`src/pwd_pkg.sv`:
```
// Shared types and constants for the pose waypoint decimator.
// Used by pwd_ctrl, pwd_datapath and the top level; depends on nothing.
package pwd_pkg;

   // Register indexes on the write port
   localparam logic [1:0] CSR_DIST  = 2'd0;
   localparam logic [1:0] CSR_TIME  = 2'd1;
   localparam logic [1:0] CSR_ANGLE = 2'd2;

   localparam logic [31:0] DIST_RESET  = 32'd65536;
   localparam logic [31:0] TIME_RESET  = 32'd1000000;
   localparam logic [15:0] ANGLE_RESET = 16'd0;

   // Path length saturates here (Q24.16)
   localparam logic [39:0] ACCUM_MAX = {40{1'b1}};
   localparam int unsigned ROOT_STEPS = 32;

   // Binary angles for the pre-rotation (2^32 is a full turn)
   localparam logic [31:0] ANG_HALF_PI = 32'h4000_0000;
   localparam logic [31:0] ANG_NEG_HALF_PI = 32'hC000_0000;

   // Controller states, one-hot
   typedef enum logic [6:0] {
      S_IDLE   = 7'b0000001,
      S_PROD   = 7'b0000010,
      S_PRE    = 7'b0000100,
      S_SQ     = 7'b0001000,
      S_RINIT  = 7'b0010000,
      S_ROOT   = 7'b0100000,
      S_DECIDE = 7'b1000000
   } state_type;

   // Commands from controller to datapath
   typedef struct packed {
      logic load;
      logic prod;
      logic pre;
      logic sq_step;
      logic root_init;
      logic root_step;
      logic commit;
   } cmd_type;

   // Status from datapath to controller
   typedef struct packed {
      logic sq_last;
      logic root_done;
      logic cordic_done;
      logic out_free;
   } sts_type;

   // arctan(2^-i) as a 32-bit binary angle
   function automatic logic [31:0] atan_angle(input logic [4:0] idx);
      logic [31:0] a;
      case (idx)
         5'd0:    a = 32'h20000000;
         5'd1:    a = 32'h12E4051E;
         5'd2:    a = 32'h09FB385B;
         5'd3:    a = 32'h051111D4;
         5'd4:    a = 32'h028B0D43;
         5'd5:    a = 32'h0145D7E1;
         5'd6:    a = 32'h00A2F61E;
         5'd7:    a = 32'h00517C55;
         5'd8:    a = 32'h0028BE53;
         5'd9:    a = 32'h00145F2F;
         5'd10:   a = 32'h000A2F98;
         5'd11:   a = 32'h000517CC;
         5'd12:   a = 32'h00028BE6;
         5'd13:   a = 32'h000145F3;
         5'd14:   a = 32'h0000A2F9;
         5'd15:   a = 32'h0000517C;
         5'd16:   a = 32'h000028BE;
         5'd17:   a = 32'h0000145F;
         5'd18:   a = 32'h00000A2F;
         5'd19:   a = 32'h00000517;
         5'd20:   a = 32'h0000028B;
         5'd21:   a = 32'h00000145;
         5'd22:   a = 32'h000000A2;
         5'd23:   a = 32'h00000051;
         default: a = 32'h00000000;
      endcase
      return a;
   endfunction

endpackage

```
`src/pwd_ctrl.sv`:
```
// Sequencing state machine for the pose waypoint decimator.
// Depends on pwd_pkg; drives commands into pwd_datapath.
module pwd_ctrl (
   input  logic             clock,
   input  logic             reset,
   input  logic             req_valid,
   output logic             req_stall,
   input  pwd_pkg::sts_type sts,
   output pwd_pkg::cmd_type cmd
);
   import pwd_pkg::*;

   state_type state_ff, state_in;

   // Next state and commands
   always_comb begin
      state_in = state_ff;
      cmd = '0;
      case (state_ff)
         S_IDLE: begin
            if (req_valid) begin
               cmd.load = 1'b1;
               state_in = S_PROD;
            end
         end
         S_PROD: begin
            cmd.prod = 1'b1;
            state_in = S_PRE;
         end
         S_PRE: begin
            cmd.pre = 1'b1;
            state_in = S_SQ;
         end
         S_SQ: begin
            cmd.sq_step = 1'b1;
            if (sts.sq_last) state_in = S_RINIT;
         end
         S_RINIT: begin
            cmd.root_init = 1'b1;
            state_in = S_ROOT;
         end
         S_ROOT: begin
            cmd.root_step = !sts.root_done;
            if (sts.root_done && sts.cordic_done) state_in = S_DECIDE;
         end
         S_DECIDE: begin
            if (sts.out_free) begin
               cmd.commit = 1'b1;
               state_in = S_IDLE;
            end
         end
         default: state_in = S_IDLE;
      endcase
   end

   always_ff @(posedge clock) begin
      if (reset) state_ff <= S_IDLE;
      else state_ff <= state_in;
   end

   assign req_stall = (state_ff != S_IDLE);

   // Checks
   a_commit_free: assert property (@(posedge clock) disable iff (reset)
      cmd.commit |-> sts.out_free) else $error("commit while output busy");
   a_decide_done: assert property (@(posedge clock) disable iff (reset)
      state_ff == S_DECIDE |-> sts.cordic_done && sts.root_done)
      else $error("decide before units done");
   a_load_idle: assert property (@(posedge clock) disable iff (reset)
      cmd.load |=> state_ff == S_PROD) else $error("load did not start work");

endmodule

```
`config.mk`:
```
export PLATFORM = sky130hd
export DESIGN_NAME = pwd_ctrl
export DESIGN_NICKNAME = d
export VERILOG_FILES = /design/src/pwd_pkg.sv /design/src/pwd_ctrl.sv
export SDC_FILE = /design/constraint.sdc
export NUM_CORES = 1
export LEC_CHECK = 0
export BUFFER_PORTS_ARGS = -buffer_cell sky130_fd_sc_hd__buf_4
export CORE_AREA = 3 3 40 42
export DETAILED_ROUTE_END_ITERATION = 8
export DIE_AREA = 0 0 43 45
export GPL_TIMING_DRIVEN = 0
export PLACE_DENSITY = 0.73
export SETUP_SLACK_MARGIN = 0.3
export SLEW_MARGIN = 10
export SYNTH_ARGS = -nofsm -noshare
export SYNTH_HDL_FRONTEND = slang
export SYNTH_SLANG_ARGS = --single-unit
```
`constraint.sdc`:
```
create_clock -name clock -period 2 [get_ports clock]
set_clock_uncertainty 0.2 [all_clocks]
set_input_delay 0.3 -clock clock [delete_from_list [all_inputs] [get_ports clock]]
set_output_delay 0.3 -clock clock [all_outputs]
set_load 0.01 [all_outputs]
```
==> metrics.csv, run 1 <==
metric;value;unit
Top FF cell, synth;dfxtp_1;
max-slew violations;0;
clock sink count;7;
Warnings, synthesis;0;
Hold Crit Class;input port to flop;
Std-Cell Rows;13;
maximum vdd drop;0.356;mV
Critical Path AT;1.70;ns
Reg clk slew, reported paths;0.05;ns
Slew headroom;0.816;
Setup WS pre-CTS;0.0266;ns
CTS tree;built;
final setup fails;13;
register name with the most flops;state_ff;
Max Cap Viol;0;
die height;45;um
cts bufs inserted;3;
num ports;15;
Worst setup SP type;flop;
sequential cell area fraction in the yosys report;0.297;
r2r setup slk;-0.13;ns
critical path startpoint;state_ff[2];
CP endpoint;cmd[5];
top cells by count, synth;7 x dfxtp_1, 5 x nor3_1, 4 x a21oi_1, 4 x inv_1, 4 x nor2_1;
Pwr Total;377;uW
initial antenna violation count;0;
reg2reg end;state_ff[4];
worst r2r src;state_ff[2];
vias in the first global route;527;
Area Overhead vs Synth;77.5;%
WS Path Type;flop to output port;
Clock Latency Late Sink;0.26;ns
cell count after placement;84;
Worst Path Max Fanout;3;
Post-Syn Nets;62;
Largest register FFs;7;
core area;1280;um^2
CTS H-Tree Depth;1;
top-area cell type share of the netlist area;0.297;
final setup margin;-0.205;ns
CTS max path bufs;2;
Non-Filler Instances;101;
R2R cell count;7;
fillcell total;107;
Initial Utilization;0.367;
Die Area;1940;um^2
first-pass GRT wire length;2310;um
wire per inst;14.1;um
Hold Vio Cnt, Final;0;
first-pass iteration count of the detailed router;4;
Distinct cells, synth;29;
Post-Route Utilization;0.651;
status;finished with violations;
FFs w/ async S/R, synth;0;
CP endpoint kind;output port;
EDFF count, synth;0;
Final nets;94;
Final min period;2.20;ns
Routed WL;1430;um
Mapped Area;472;um^2
largest net degree at the start of global routing;8;
Crit path required time;1.50;ns
period utilization;1.10;
I/O Buffers;14;
most common cell in the netlist;dfxtp_1;
Synth area leader;dfxtp_1;
Mapped Cells;55;
HPWL after detailed placement;818;um
synthesized area per cell;8.58;um^2
vias;531;
Max Fclk;0.454;GHz
share of cells above drive strength 1;0.698;
n_diodes;0;
cts hold-fix bufs;0;
PwrDens;451;nW/um^2
Lkg Pwr;0.360;nW
failing checks;negative setup slack;
unrepaired setup endpoints after global routing;yes;
total grt overflow;0;
drt drc;0;
flop and latch count out of synthesis;7;
drt initial violations;11;
worst slew pin tran;0.274;ns
drt via density;5.26;
total global-route track usage;0.162;
routability cong.;0.804;
biggest registers after layout;state_ff x7;
width of the die;43;um
post-route ant nets;0;
Synth area leaders;dfxtp_1 30%, nor3_1 5.3%, a21oi_1 4.2%, o22ai_4 4.2%, nand2b_1 4.0%;
CTS Root Cell;clkbuf_4;
cell type report:
class / count / area (um^2) / share of cell area
buffer: 3 / 30.0 / 0.0359
clock buffer: 4 / 26.3 / 0.0314
inverter: 4 / 15.0 / 0.0179
multi-input combinational: 41 / 359 / 0.429
sequential: 7 / 155 / 0.185
tap: 15 / 18.8 / 0.0224
timing repair buffer: 27 / 233 / 0.278
layout by cell type (no fill, tap or decap), types with 2 or more instances in the layout:
master	count
nand2_1	2
buf_4	20
clkbuf_4	3
a21oi_1	3
or4_4	2
nor3_2	2
nor2_1	2
or2_4	2
or3_4	3
nand2b_1	3
buf_6	10
nor3_1	3
inv_1	3
dfxtp_2	3
dfxtp_4	3
logic make-up (layout without fill, tap and decap cells):
logic type / Yosys count / in the layout / share of synthesized area
compound gates: 10 / 10 / 0.183
xor+xnor: 1 / 1 / 0.0186
buf+inv: 7 / 38 / 0.0875
simple gates: 30 / 30 / 0.414
flops: 7 / 7 / 0.297
report_power, final:
part / total [mW] / switching [mW] / internal [mW] / leakage [nW]
Clock: 0.130 / 0.0539 / 0.0763 / 0.0150
Combinational: 0.102 / 0.0457 / 0.0567 / 0.284
Sequential: 0.145 / 0.00419 / 0.141 / 0.0607
through the flow:
step                cell area, um^2  hold WS [ns]  setup TNS [ns]
finish                          837        0.0559           -1.84
global route                    837        0.0641           -2.49
CTS                             747        0.0499           -1.05
detailed placement              624         0.329               0
global placement                624         0.332               0
floorplan                       500         0.172               0
worst max-delay path, cell delays in order, from the launching register on:
cell     delay [ns]
dfxtp_4        0.34
or2_4          0.24
or4_4          0.51
buf_4          0.17
nor2_2         0.07
buf_4          0.12
routing by layer:
layer / GRT usage / part of all wire
met4: 0.145 / 0.037
met5: 0 / 0
met2: 0.257 / 0.50
met3: 0.0319 / 0.054
met1: 0.183 / 0.41
worst min path at each step:
| stage | start | endpoint | slack [ns] | depth (start not counted) |
|---|---|---|---|---|
| final | reset | state_ff[2] | 0.06 | 2 |
| after global routing | reset | state_ff[2] | 0.06 | 2 |
| after CTS | reset | state_ff[2] | 0.05 | 2 |
| after detailed placement | reset | state_ff[2] | 0.33 | 2 |
| after global placement | reset | state_ff[5] | 0.33 | 2 |
| after floorplan | reset | state_ff[2] | 0.17 | 1 |
repair_timing:
item | 4_1_cts | 5_1_grt
setup endpoints to repair | 13 | 14
gates resized for setup | 16 | 12
pin swaps | 5 | 12
buffers inserted | 6 | 7
No activity file was read; power rests on OpenSTA's default activity.
==> inputs of run 2 (changes only) <==
- CORE_AREA: 3 3 40 42 -> default
- CORE_MARGIN: default -> 3
- CORE_UTILIZATION: default -> 30
- DIE_AREA: 0 0 43 45 -> default
- PLACE_DENSITY: 0.73 -> 0.66
==> metrics.csv, run 2 (synthesis gave the netlist of run 1 again) <==
metric;value;unit
first-pass GRT wire length;2210;um
Final nets;97;
share of cells above drive strength 1;0.742;
status;finished with violations;
Die Area;2080;um^2
routability cong.;0.783;
Clock Latency Late Sink;0.26;ns
drt initial violations;18;
HPWL after detailed placement;839;um
width of the die;45.7;um
CTS max path bufs;2;
total grt overflow;0;
Crit path required time;1.95;ns
Worst setup SP type;flop;
critical path startpoint;state_ff[5];
Hold Crit Start;reset;
Post-Route Utilization;0.645;
Max Cap Viol;0;
max-slew violations;0;
wire per inst;14.3;um
wire length on met3;114;um
n_diodes;0;
worst slew pin tran;0.246;ns
CTS H-Tree Depth;1;
CTS Root Cell;clkbuf_4;
vias in the first global route;481;
final setup margin;-0.202;ns
PwrDens;442;nW/um^2
WHS;0.0533;ns
first-pass iteration count of the detailed router;3;
Met1 Wirelength;588;um
WS Path Type;flop to flop;
final setup fails;11;
DR WL met2;719;um
cts bufs inserted;3;
cts hold-fix bufs;0;
Hold Vio Cnt, Final;0;
Max Fclk;0.454;GHz
unrepaired setup endpoints after global routing;yes;
CP endpoint kind;flop;
clock sink count;7;
largest net degree at the start of global routing;8;
most frequent cells in the layout;21 x buf_4, 11 x buf_6, 5 x dfxtp_2;
Worst Path Max Fanout;4;
Initial Utilization;0.341;
Area Overhead vs Synth;89.1;%
register area;154;um^2
Largest register FFs;7;
fillcell total;112;
commonest non-fill, non-tap cell in the layout;buf_4;
num ports;15;
Final min period;2.20;ns
period utilization;1.10;
drt drc;0;
Critical Path AT;2.15;ns
vias;551;
Routed WL;1490;um
worst r2r src;state_ff[5];
Hold Crit Class;input port to flop;
Highest Signal Layer;met4;
core area;1380;um^2
total global-route track usage;0.155;
Slew headroom;0.835;
post-route ant nets;0;
CTS tree;built;
maximum vdd drop;0.326;mV
I/O Buffers;14;
biggest registers after layout;state_ff x7;
Reg clk slew, reported paths;0.06;ns
drt via density;5.30;
register name with the most flops;state_ff;
die height;45.7;um
Pwr Total;394;uW
Multi-input gate area;377;um^2
initial antenna violation count;0;
failing checks;negative setup slack;
Std-Cell Rows;13;
Lkg Pwr;0.381;nW
==> run 2: cell types whose count changed in the layout (fill, tap and decap cells not counted) <==
cell      change
dfxtp_2       +2
buf_12        +1
buf_4         +1
buf_6         +1
dfxtp_1       -1
dfxtp_4       -1
nor2_2        -1
nor2_4        +1
nor3_1        -1
nor3_2        +1
o311ai_1      -1
o311ai_2      +1
==> run 2: final timing paths <==
check / endpoint / slack, ns / cells past startpoint
worst max-delay path: state_ff[6] / -0.20 / 8
worst min-delay path: state_ff[2] / 0.05 / 2
worst max register to register: state_ff[6] / -0.20 / 8
worst min register to register: state_ff[6] / 0.32 / 2
==> run 2: timing repair <==
action | 4_1_cts | 5_1_grt
endpoints found under the setup margin | 13 | 13
hold endpoints to repair | 0 | 0
gates resized for setup | 15 | 17
pin swaps | 8 | 9
setup buffers | 10 | 6
==> run 2: through the flow <==
| step | std cells | worst slack (ns) | cell area (um^2) | TNS, ns |
|---|---|---|---|---|
| 3_5_place_dp | 84 | 0.0156 | 624 | 0 |
| 2_1_floorplan | 55 | 0.136 | 500 | 0 |
| 6_report | 104 | -0.202 | 892 | -1.57 |
| 5_1_grt | 104 | -0.244 | 892 | -2.09 |
| 4_1_cts | 98 | -0.215 | 773 | -1.29 |
| 3_3_place_gp | 84 | 0.0403 | 624 | 0 |
==> run 2: critical path, stage by stage, from the launching register on <==
cell	delay [ns]
dfxtp_2	0.31
buf_6	0.11
buf_6	0.11
or4_4	0.52
buf_12	0.16
buf_6	0.11
or3_4	0.40
nand2b_4	0.10
o41ai_2	0.06
==> run 2: area by class of cell <==
cell class,count,share of cell area
clock buffer,4,0.0295
timing repair buffer,30,0.304
inverter,4,0.0168
tap,15,0.0210
buffer,3,0.0337
multi-input combinational,41,0.422
sequential,7,0.173
==> run 2: routing by layer <==
layer,GRT usage,up-vias
li1,-,267
met1,0.178,253
met2,0.226,21
met3,0.0711,10
met4,0.105,0
met5,0,-
==> run 2: where the power goes <==
part	internal (mW)	switching [mW]
clock	0.0765	0.0573
combinational	0.0637	0.0512
sequential	0.142	0.00302
